`config.mk`:
```
export PLATFORM = sky130hd
export DESIGN_NAME = escape_sequence_decoder_core
export DESIGN_NICKNAME = d
export VERILOG_FILES = /design/src/sv/esd_pkg.sv /design/src/sv/esd_front.sv /design/src/sv/esd_queue.sv /design/src/sv/esd_back.sv /design/src/sv/escape_sequence_decoder_core.sv
export VERILOG_INCLUDE_DIRS = /design/src /design/src/sv
export SDC_FILE = /design/constraint.sdc
export NUM_CORES = 1
export LEC_CHECK = 0
export ABC_AREA = 0
export BUFFER_PORTS_ARGS = -buffer_cell sky130_fd_sc_hd__buf_2
export CAP_MARGIN = 25
export CORE_MARGIN = 5
export CORE_UTILIZATION = 60
export CTS_BUF_LIST = sky130_fd_sc_hd__clkbuf_8 sky130_fd_sc_hd__clkbuf_16
export DETAILED_ROUTE_END_ITERATION = 8
export PLACE_DENSITY = 0.8
export SYNTH_ARGS = -nofsm -noshare
export SYNTH_HDL_FRONTEND = slang
export SYNTH_SLANG_ARGS = --single-unit
```
`constraint.sdc`:
```
create_clock -name clock -period 9.6 [get_ports clock]
set_input_delay 2.4 -clock clock [delete_from_list [all_inputs] [get_ports clock]]
set_output_delay 2.4 -clock clock [all_outputs]
set_load 0.05 [all_outputs]
```
`src/sv/escape_sequence_decoder_core_macros.svh`:
```
// ----------------------------------------------------------------------------
// Escape sequence decoder assertion macros
// Shared shorthand for the concurrent checks of the decoder modules.
// ----------------------------------------------------------------------------
`ifndef ESCAPE_SEQUENCE_DECODER_CORE_MACROS_SVH
`define ESCAPE_SEQUENCE_DECODER_CORE_MACROS_SVH

// Same-cycle implication, checked on every clock edge outside reset.
`define ESD_ASSERT_NOW(label, clk, rst, ante, cons, msg) \
   label: assert property (@(posedge clk) disable iff (rst) (ante) |-> (cons)) \
      else $error(msg);

// Next-cycle implication, checked on every clock edge outside reset.
`define ESD_ASSERT_NEXT(label, clk, rst, ante, cons, msg) \
   label: assert property (@(posedge clk) disable iff (rst) (ante) |=> (cons)) \
      else $error(msg);

`endif

```
`src/sv/esd_pkg.sv`:
```
// ----------------------------------------------------------------------------
// Escape sequence decoder package
// Types, character constants and classification helpers shared by the decoder.
// ----------------------------------------------------------------------------
package esd_pkg;

   localparam int COUNT_WIDTH_DEFAULT = 16;
   localparam int LENGTH_WIDTH        = 16;
   localparam int QUEUE_DEPTH         = 2;
   localparam int QUEUE_PTR_WIDTH     = $clog2(QUEUE_DEPTH);
   localparam int QUEUE_CNT_WIDTH     = $clog2(QUEUE_DEPTH + 1);

   localparam logic [7:0] CH_NUL       = 8'h00;
   localparam logic [7:0] CH_BACKSLASH = 8'h5C;
   localparam logic [7:0] CH_QUOTE     = 8'h22;
   localparam logic [7:0] CH_ZERO      = 8'h30;
   localparam logic [7:0] CH_SEVEN     = 8'h37;
   localparam logic [7:0] CH_NINE      = 8'h39;
   localparam logic [7:0] CH_LOWER_A   = 8'h61;
   localparam logic [7:0] CH_LOWER_B   = 8'h62;
   localparam logic [7:0] CH_LOWER_F   = 8'h66;
   localparam logic [7:0] CH_LOWER_N   = 8'h6E;
   localparam logic [7:0] CH_LOWER_R   = 8'h72;
   localparam logic [7:0] CH_LOWER_T   = 8'h74;
   localparam logic [7:0] CH_LOWER_V   = 8'h76;
   localparam logic [7:0] CH_LOWER_X   = 8'h78;
   localparam logic [7:0] CH_UPPER_A   = 8'h41;
   localparam logic [7:0] CH_UPPER_F   = 8'h46;

   localparam logic [7:0] CTRL_BEL = 8'd7;
   localparam logic [7:0] CTRL_BS  = 8'd8;
   localparam logic [7:0] CTRL_TAB = 8'd9;
   localparam logic [7:0] CTRL_LF  = 8'd10;
   localparam logic [7:0] CTRL_VT  = 8'd11;
   localparam logic [7:0] CTRL_FF  = 8'd12;
   localparam logic [7:0] CTRL_CR  = 8'd13;

   typedef enum logic [2:0] {
      MODE_PLAIN = 3'd0,
      MODE_ESC   = 3'd1,
      MODE_OCT1  = 3'd2,
      MODE_OCT2  = 3'd3,
      MODE_HEX   = 3'd4
   } scan_mode_type;

   // One result: a decoded byte, or the end marker of a string.
   typedef struct packed {
      logic       is_end;
      logic [7:0] data;
   } entry_type;

   // Work that one input byte leaves for the back end: one or two results.
   typedef struct packed {
      logic      has_second;
      entry_type first;
      entry_type second;
   } command_type;

   // Optional result from a character seen in plain text mode.
   typedef struct packed {
      logic      valid;
      entry_type entry;
   } opt_entry_type;

   function automatic logic is_oct(input logic [7:0] c);
      is_oct = (c >= CH_ZERO) && (c <= CH_SEVEN);
   endfunction

   // Returns {digit valid, digit value}.
   function automatic logic [4:0] hex_digit(input logic [7:0] c);
      logic [4:0] res;
      res = 5'd0;
      if ((c >= CH_ZERO) && (c <= CH_NINE)) begin
         res = {1'b1, c[3:0]};
      end else if (((c >= CH_LOWER_A) && (c <= CH_LOWER_F)) ||
                   ((c >= CH_UPPER_A) && (c <= CH_UPPER_F))) begin
         res = {1'b1, 4'(c[3:0] + 4'd9)};
      end
      hex_digit = res;
   endfunction

   // Returns {known single-byte escape, byte value}.
   function automatic logic [8:0] simple_escape(input logic [7:0] c);
      logic [8:0] res;
      res = 9'd0;
      if (c == CH_LOWER_A) begin
         res = {1'b1, CTRL_BEL};
      end else if (c == CH_LOWER_B) begin
         res = {1'b1, CTRL_BS};
      end else if (c == CH_LOWER_F) begin
         res = {1'b1, CTRL_FF};
      end else if (c == CH_LOWER_N) begin
         res = {1'b1, CTRL_LF};
      end else if (c == CH_LOWER_R) begin
         res = {1'b1, CTRL_CR};
      end else if (c == CH_LOWER_T) begin
         res = {1'b1, CTRL_TAB};
      end else if (c == CH_LOWER_V) begin
         res = {1'b1, CTRL_VT};
      end else if ((c == CH_QUOTE) || (c == CH_BACKSLASH)) begin
         res = {1'b1, c};
      end
      simple_escape = res;
   endfunction

   // Result of a character handled as plain text.
   function automatic opt_entry_type plain_result(input logic [7:0] c);
      opt_entry_type res;
      res.valid        = (c != CH_BACKSLASH);
      res.entry.is_end = (c == CH_NUL);
      res.entry.data   = (c == CH_NUL) ? CH_NUL : c;
      plain_result = res;
   endfunction

endpackage

```
`src/sv/esd_front.sv`:
```
// ----------------------------------------------------------------------------
// Escape sequence decoder front end
// Runs the escape scanner on each accepted byte and issues result commands.
// ----------------------------------------------------------------------------
module esd_front (
   input  logic                 clock,
   input  logic                 reset,
   input  logic                 accept,
   input  logic [7:0]           in_byte,
   output logic                 cmd_push,
   output esd_pkg::command_type cmd
);

   esd_pkg::scan_mode_type mode_ff, mode_in;
   logic [7:0]             pending_ff, pending_in;
   logic [4:0]             hex_in;
   logic [8:0]             esc_in;
   esd_pkg::opt_entry_type plain_in;
   logic                   has_first;

   assign hex_in   = esd_pkg::hex_digit(in_byte);
   assign esc_in   = esd_pkg::simple_escape(in_byte);
   assign plain_in = esd_pkg::plain_result(in_byte);

   // Next scanner state.
   always_comb begin
      if (in_byte == esd_pkg::CH_BACKSLASH) begin
         mode_in = esd_pkg::MODE_ESC;
      end else begin
         mode_in = esd_pkg::MODE_PLAIN;
      end
      pending_in = 8'd0;
      unique case (mode_ff)
         esd_pkg::MODE_ESC: begin
            if (in_byte == esd_pkg::CH_NUL) begin
               mode_in = esd_pkg::MODE_PLAIN;
            end else if (esd_pkg::is_oct(in_byte)) begin
               mode_in    = esd_pkg::MODE_OCT1;
               pending_in = {5'd0, in_byte[2:0]};
            end else if (in_byte == esd_pkg::CH_LOWER_X) begin
               mode_in = esd_pkg::MODE_HEX;
            end else begin
               mode_in = esd_pkg::MODE_PLAIN;
            end
         end
         esd_pkg::MODE_OCT1: begin
            if (esd_pkg::is_oct(in_byte)) begin
               mode_in    = esd_pkg::MODE_OCT2;
               pending_in = {pending_ff[4:0], in_byte[2:0]};
            end
         end
         esd_pkg::MODE_OCT2: begin
            if (esd_pkg::is_oct(in_byte)) begin
               mode_in = esd_pkg::MODE_PLAIN;
            end
         end
         esd_pkg::MODE_HEX: begin
            if (hex_in[4]) begin
               mode_in    = esd_pkg::MODE_HEX;
               pending_in = {pending_ff[3:0], hex_in[3:0]};
            end
         end
         default: begin
         end
      endcase
   end

   // Results caused by the current byte.
   always_comb begin
      has_first       = 1'b0;
      cmd.has_second  = 1'b0;
      cmd.first       = '{is_end: 1'b0, data: pending_ff};
      cmd.second      = plain_in.entry;
      unique case (mode_ff)
         esd_pkg::MODE_ESC: begin
            if (in_byte == esd_pkg::CH_NUL) begin
               has_first   = 1'b1;
               cmd.first   = plain_in.entry;
            end else if (esd_pkg::is_oct(in_byte) ||
                         (in_byte == esd_pkg::CH_LOWER_X)) begin
               has_first = 1'b0;
            end else if (esc_in[8]) begin
               has_first  = 1'b1;
               cmd.first  = '{is_end: 1'b0, data: esc_in[7:0]};
            end else begin
               // Unknown escape: keep the backslash and the character.
               has_first      = 1'b1;
               cmd.first      = '{is_end: 1'b0, data: esd_pkg::CH_BACKSLASH};
               cmd.has_second = 1'b1;
               cmd.second     = '{is_end: 1'b0, data: in_byte};
            end
         end
         esd_pkg::MODE_OCT1: begin
            if (!esd_pkg::is_oct(in_byte)) begin
               has_first      = 1'b1;
               cmd.has_second = plain_in.valid;
            end
         end
         esd_pkg::MODE_OCT2: begin
            has_first = 1'b1;
            if (esd_pkg::is_oct(in_byte)) begin
               cmd.first = '{is_end: 1'b0, data: {pending_ff[4:0], in_byte[2:0]}};
            end else begin
               cmd.has_second = plain_in.valid;
            end
         end
         esd_pkg::MODE_HEX: begin
            if (!hex_in[4]) begin
               has_first      = 1'b1;
               cmd.has_second = plain_in.valid;
            end
         end
         default: begin
            has_first = plain_in.valid;
            cmd.first = plain_in.entry;
         end
      endcase
   end

   assign cmd_push = accept && has_first;

   always_ff @(posedge clock) begin
      if (reset) begin
         mode_ff    <= esd_pkg::MODE_PLAIN;
         pending_ff <= 8'd0;
      end else if (accept) begin
         mode_ff    <= mode_in;
         pending_ff <= pending_in;
      end
   end

endmodule

```
`src/sv/esd_queue.sv`:
```
// ----------------------------------------------------------------------------
// Escape sequence decoder command queue
// Small FIFO that decouples the scanner from the result sequencer.
// ----------------------------------------------------------------------------
`include "escape_sequence_decoder_core_macros.svh"

module esd_queue (
   input  logic                 clock,
   input  logic                 reset,
   input  logic                 push,
   input  esd_pkg::command_type push_cmd,
   output logic                 full,
   input  logic                 pop,
   output logic                 head_valid,
   output esd_pkg::command_type head_cmd
);

   localparam int PW = esd_pkg::QUEUE_PTR_WIDTH;
   localparam int CW = esd_pkg::QUEUE_CNT_WIDTH;

   esd_pkg::command_type mem_ff [esd_pkg::QUEUE_DEPTH];
   logic [PW-1:0]        wr_ptr_ff, wr_ptr_in;
   logic [PW-1:0]        rd_ptr_ff, rd_ptr_in;
   logic [CW-1:0]        count_ff, count_in;
   logic                 do_push, do_pop;

   assign full       = (count_ff == CW'(esd_pkg::QUEUE_DEPTH));
   assign head_valid = (count_ff != '0);
   assign head_cmd   = mem_ff[rd_ptr_ff];
   assign do_push    = push && !full;
   assign do_pop     = pop && head_valid;

   always_comb begin
      wr_ptr_in = wr_ptr_ff;
      rd_ptr_in = rd_ptr_ff;
      count_in  = count_ff;
      if (do_push) begin
         wr_ptr_in = (wr_ptr_ff == PW'(esd_pkg::QUEUE_DEPTH - 1)) ? '0 : PW'(wr_ptr_ff + 1'b1);
      end
      if (do_pop) begin
         rd_ptr_in = (rd_ptr_ff == PW'(esd_pkg::QUEUE_DEPTH - 1)) ? '0 : PW'(rd_ptr_ff + 1'b1);
      end
      if (do_push && !do_pop) begin
         count_in = CW'(count_ff + 1'b1);
      end else if (do_pop && !do_push) begin
         count_in = CW'(count_ff - 1'b1);
      end
   end

   always_ff @(posedge clock) begin
      if (reset) begin
         wr_ptr_ff <= '0;
         rd_ptr_ff <= '0;
         count_ff  <= '0;
      end else begin
         wr_ptr_ff <= wr_ptr_in;
         rd_ptr_ff <= rd_ptr_in;
         count_ff  <= count_in;
      end
   end

   always_ff @(posedge clock) begin
      if (do_push) begin
         mem_ff[wr_ptr_ff] <= push_cmd;
      end
   end

   `ESD_ASSERT_NOW(a_no_push_when_full, clock, reset, push, !full, "command pushed into full queue")
   `ESD_ASSERT_NOW(a_no_pop_when_empty, clock, reset, pop, head_valid, "command popped from empty queue")
   `ESD_ASSERT_NEXT(a_push_only_grows, clock, reset, do_push && !do_pop, count_ff == CW'($past(count_ff) + 1'b1), "queue fill did not grow on push")

endmodule

```
`src/sv/esd_back.sv`:
```
// ----------------------------------------------------------------------------
// Escape sequence decoder back end
// Sends queued results one per cycle while rsp_ready allows, and keeps the decoded byte count.
// ----------------------------------------------------------------------------
`include "escape_sequence_decoder_core_macros.svh"

module esd_back #(
   parameter int COUNT_WIDTH = esd_pkg::COUNT_WIDTH_DEFAULT
) (
   input  logic                               clock,
   input  logic                               reset,
   input  logic                               head_valid,
   input  esd_pkg::command_type               head_cmd,
   output logic                               pop,
   output logic                               rsp_valid,
   input  logic                               rsp_ready,
   output logic [7:0]                         rsp_out_byte,
   output logic                               rsp_is_end,
   output logic [esd_pkg::LENGTH_WIDTH-1:0]   rsp_out_length
);

   localparam int LW = esd_pkg::LENGTH_WIDTH;
   localparam int WW = COUNT_WIDTH + LW;

   logic                   phase_ff, phase_in;
   logic [COUNT_WIDTH-1:0] count_ff, count_in;
   logic                   valid_ff, valid_in;
   logic [7:0]             byte_ff;
   logic                   end_ff;
   logic [LW-1:0]          length_ff, length_in;
   logic                   load;
   esd_pkg::entry_type     sel;
   logic [WW-1:0]          count_wide;

   assign load       = head_valid && (!valid_ff || rsp_ready);
   assign sel        = phase_ff ? head_cmd.second : head_cmd.first;
   assign pop        = load && (phase_ff || !head_cmd.has_second);
   assign count_wide = WW'(count_ff);

   always_comb begin
      phase_in  = phase_ff;
      count_in  = count_ff;
      length_in = '0;
      valid_in  = valid_ff && !rsp_ready;
      if (load) begin
         valid_in = 1'b1;
         phase_in = !phase_ff && head_cmd.has_second;
         if (sel.is_end) begin
            count_in  = '0;
            length_in = (count_wide > WW'({LW{1'b1}})) ? {LW{1'b1}} : count_wide[LW-1:0];
         end else if (count_ff != {COUNT_WIDTH{1'b1}}) begin
            count_in = COUNT_WIDTH'(count_ff + 1'b1);
         end
      end
   end

   always_ff @(posedge clock) begin
      if (reset) begin
         phase_ff <= 1'b0;
         count_ff <= '0;
         valid_ff <= 1'b0;
      end else begin
         phase_ff <= phase_in;
         count_ff <= count_in;
         valid_ff <= valid_in;
      end
   end

   always_ff @(posedge clock) begin
      if (load) begin
         byte_ff   <= sel.is_end ? esd_pkg::CH_NUL : sel.data;
         end_ff    <= sel.is_end;
         length_ff <= length_in;
      end
   end

   assign rsp_valid      = valid_ff;
   assign rsp_out_byte   = byte_ff;
   assign rsp_is_end     = end_ff;
   assign rsp_out_length = length_ff;

   `ESD_ASSERT_NOW(a_second_needs_head, clock, reset, phase_ff, head_valid && head_cmd.has_second, "second result pending without its command")
   `ESD_ASSERT_NEXT(a_end_clears_count, clock, reset, load && sel.is_end, count_ff == '0, "byte count not cleared after end result")
   `ESD_ASSERT_NOW(a_byte_has_no_length, clock, reset, valid_ff && !end_ff, length_ff == '0 && !(rsp_is_end), "decoded byte carries a length")

endmodule

```
`src/sv/escape_sequence_decoder_core.sv`:
```
// ----------------------------------------------------------------------------
// Escape sequence decoder core
// Streams a zero-terminated string and turns C escape sequences into bytes.
// ----------------------------------------------------------------------------
//
//   Channel  Direction  Handshake              Payload
//   req      in         req_valid / req_ready  req_in_byte
//   rsp      out        rsp_valid / rsp_ready  rsp_out_byte, rsp_is_end,
//                                              rsp_out_length
//
// The front end turns each accepted byte into a command combinationally; the
// back end sends one result per cycle while rsp_ready allows, so a byte that
// causes two results (an unknown escape, or a flushed octal or hex value
// followed by a character) holds the single result port longer than others.
// Reset is synchronous and returns the scanner to plain text with an empty
// count and an empty command queue.
// A stalled result channel fills the two-entry command queue and then drops
// req_ready; the scanner keeps its state until the next byte is accepted.
//
// The front end holds the scanner state: the current mode and the octal or
// hex value being collected. For each accepted byte it works out the results
// it causes and pushes them as one command. The back end walks each command,
// loads the output register, and counts the decoded bytes; the end result
// reports that count, saturated to sixteen bits, and clears it.
// ----------------------------------------------------------------------------
module escape_sequence_decoder_core #(
   parameter int COUNT_WIDTH = esd_pkg::COUNT_WIDTH_DEFAULT
) (
   input  logic                             clock,
   input  logic                             reset,
   input  logic                             req_valid,
   output logic                             req_ready,
   input  logic [7:0]                       req_in_byte,
   output logic                             rsp_valid,
   input  logic                             rsp_ready,
   output logic [7:0]                       rsp_out_byte,
   output logic                             rsp_is_end,
   output logic [esd_pkg::LENGTH_WIDTH-1:0] rsp_out_length
);

   logic                 accept;
   logic                 cmd_push;
   esd_pkg::command_type cmd;
   logic                 queue_full;
   logic                 cmd_pop;
   logic                 head_valid;
   esd_pkg::command_type head_cmd;

   // A byte is taken whenever the queue has room for the command it may issue.
   assign req_ready = !queue_full;
   assign accept    = req_valid && req_ready;

   esd_front u_front (
      .clock    (clock),
      .reset    (reset),
      .accept   (accept),
      .in_byte  (req_in_byte),
      .cmd_push (cmd_push),
      .cmd      (cmd)
   );

   esd_queue u_queue (
      .clock      (clock),
      .reset      (reset),
      .push       (cmd_push),
      .push_cmd   (cmd),
      .full       (queue_full),
      .pop        (cmd_pop),
      .head_valid (head_valid),
      .head_cmd   (head_cmd)
   );

   esd_back #(
      .COUNT_WIDTH (COUNT_WIDTH)
   ) u_back (
      .clock          (clock),
      .reset          (reset),
      .head_valid     (head_valid),
      .head_cmd       (head_cmd),
      .pop            (cmd_pop),
      .rsp_valid      (rsp_valid),
      .rsp_ready      (rsp_ready),
      .rsp_out_byte   (rsp_out_byte),
      .rsp_is_end     (rsp_is_end),
      .rsp_out_length (rsp_out_length)
   );

endmodule

```
==> metrics <==
status finished, final reports clean; Post-CTS Resized 0; R2R setup slack 6.99 ns; crit path launch req_in_byte[0]; core area 7730 sq um; f_max 217 MHz; DR WL/cell 17.7 microns; Die ar. 9770 sq um; final hold vios 0; R2R cell count 5; die span in x 98.9 microns; CTS tree done; vias in the first global route 3,240; Syn Nets 446; Die Height 98.9 microns; cts hold-fix bufs 0; antenna fix cells 0; vias per inst 6.14; Max-Cap Viols 0; WHS Endpoint u_queue.rd_ptr_ff; async set or reset register ratio after synthesis 0%; Worst IR Drop VDD 0.110 mV; Initial Utilization 61.3%; most frequent cells in the layout edfxtp_1, nor2_1, buf_2, dfxtp_1, nand2_1; Leakage Power 1.87 nW; RSZ-0062 raised after global routing no; synthesized area per cell 11.1 sq um; initial antenna violation count 0; drt drc 0; Slew Limit Fails 0; Critical Path Fanout Max 8; Area growth, synth to finish 8.24%; Tcrit/Tclk final 47.9%; min Tclk post-route 4.60 ns; Clock Latency Late Sink 0.35 ns; Iteration-0 DRC Markers 214; Worst Hold Class flop to flop; IO Count 39; clock sink count 97; CTS Root Cell clkbuf_8; FF-to-FF End u_back.count_ff[7]; DRT Pass-1 Iters 5; GPL Wtd Cong 0.961; hold path startpoint u_queue.rd_ptr_ff; depth of the CTS H-tree 3; power per standard cell area 260 nW/um^2; Critical Path RT 9.88 ns; Worst EP arrival 4.88 ns; fillers 602; largest net degree at the start of global routing 36; Setup TNS 0 ns; final setup fails 0; Cell variety after synth 67; Setup crit start kind input port; Slew Limit Headroom 40.4%; Final Power 1.33 mW; CP endpoint kind flop; Total GRT Usage 20.6%; Reg clk slew, reported paths 0.09 ns; Final nets 473; CP Class input port to flop; Seq/Total Area, Yosys 54.3%; clk buf depth 2; vias post-DR 3,444; warnings from Yosys 0; HPWL Detailed 7180 microns; GRT overflow 0; Cell Area, Synth 4740 sq um; site row count 32; area of the multi-input gates 1990 sq um; commonest non-fill, non-tap cell in the layout edfxtp_1; Setup Skew 0.00977 ns; Setup Buffers After CTS 0; cts bufs inserted 9; ANT nets after route 0; Worst Max-Slew Pin Slew 0.871 ns; Synth Instances 427; Post-synth top flop edfxtp_1; Post-synth EDFFs 63; first-pass GRT wire length 16,200 microns; Routed WL 9910 microns; Synth Register Bits 97; number of port buffers 38; sequential cell area 2570 sq um; hold depth 2; layout cells sized above 1 16.8%
area by class of cell:
cell class	instances	area share (%)
clock buffers	9	2.42
inverters	13	0.952
clock inverters	7	0.952
repair buffers	41	4.15
multi-input cells	292	38.9
flip-flops and latches	97	50.2
well taps	102	2.49
how the worst max path moves through the flow:
| stage | end | cells after the start |
|---|---|---|
| after floorplan | u_queue.count_ff[1] | 7 |
| after global placement | u_queue.count_ff[1] | 11 |
| after detailed placement | u_queue.count_ff[1] | 11 |
| after CTS | u_queue.count_ff[1] | 11 |
| after global routing | u_queue.count_ff[1] | 11 |
| final | u_queue.count_ff[1] | 11 |
metrics by stage:
stage	instances	instance area, sq um	worst slack, ns	hold slack (ns)	util (%)
floorplan	427	4740	4.73	0.466	-
global placement	545	4950	4.76	0.475	64.1
detailed placement	545	4950	4.68	0.489	64.1
CTS	561	5130	5.02	0.516	66.4
global route	561	5130	4.90	0.537	66.4
finish	561	5130	5.00	0.514	66.4
routing by layer:
metal  wire [microns]  vias up  track usage, %
met1             4140     1637            27.5
met2             4830      158            33.7
met3              719       19            3.54
met4              229        0            8.09
met5                0        -               0
li1                 -     1630               -
flip-flops by register name, indices dropped and copies added, names as in the netlist, named ones only:
register               count
u_front.mode_ff            3
u_front.pending_ff         8
u_queue.mem_ff            38
u_back.rsp_is_end          1
u_back.count_ff           16
u_queue.rd_ptr_ff          1
u_back.rsp_out_byte        8
u_back.rsp_valid           1
u_back.phase_ff            1
u_queue.wr_ptr_ff          1
u_queue.count_ff           2
u_back.rsp_out_length     16
worst max-delay path: stages:
cell      delay (ns)
buf_2           0.18
inv_1           0.12
ha_1            0.22
nor3b_1         0.14
or4_4           0.54
a21o_4          0.28
o211ai_4        0.11
inv_1           0.07
ha_1            0.31
or3_1           0.35
a21oi_1         0.15
where the power goes:
group          internal, mW  total (mW)  switching (mW)
clock network        0.0936       0.232           0.139
registers             0.565       0.615          0.0502
logic                 0.142       0.487           0.345
synthesized netlist by cell type, drive strengths merged, types with 3 or more instances:
library cell	number	area share (%)
dfxtp	34	14
o2111ai	4	0.74
edfxtp	63	40
a221o	3	0.63
nand3	9	0.95
nand2	22	1.7
buf	9	1.2
a21o	3	0.63
nor3b	4	0.63
a21oi	19	2.0
nor2b	14	1.8
and2	20	2.6
and4	3	0.55
clkbuf	15	1.2
a222oi	5	1.1
inv	13	1.0
xnor2	4	0.74
or3	5	0.66
o21ai	22	2.3
ha	7	1.8
xor2	12	2.2
nor3	9	0.95
o22a	3	0.58
and3	7	0.92
a22oi	3	0.48
nand2b	11	1.5
mux4	9	4.3
nor2	51	4.2
o211ai	3	0.77
nand4	7	1.1
cell families after synthesis:
group | count (synthesis) | synth area share [%]
mux | 10 | 4.49
xor+xnor | 16 | 2.96
buf+inv | 38 | 3.62
compound gates | 87 | 13.1
simple gates | 172 | 19.7
fa+ha+maj | 7 | 1.85
flops | 97 | 54.3
No activity file was read; power rests on OpenSTA's default activity.
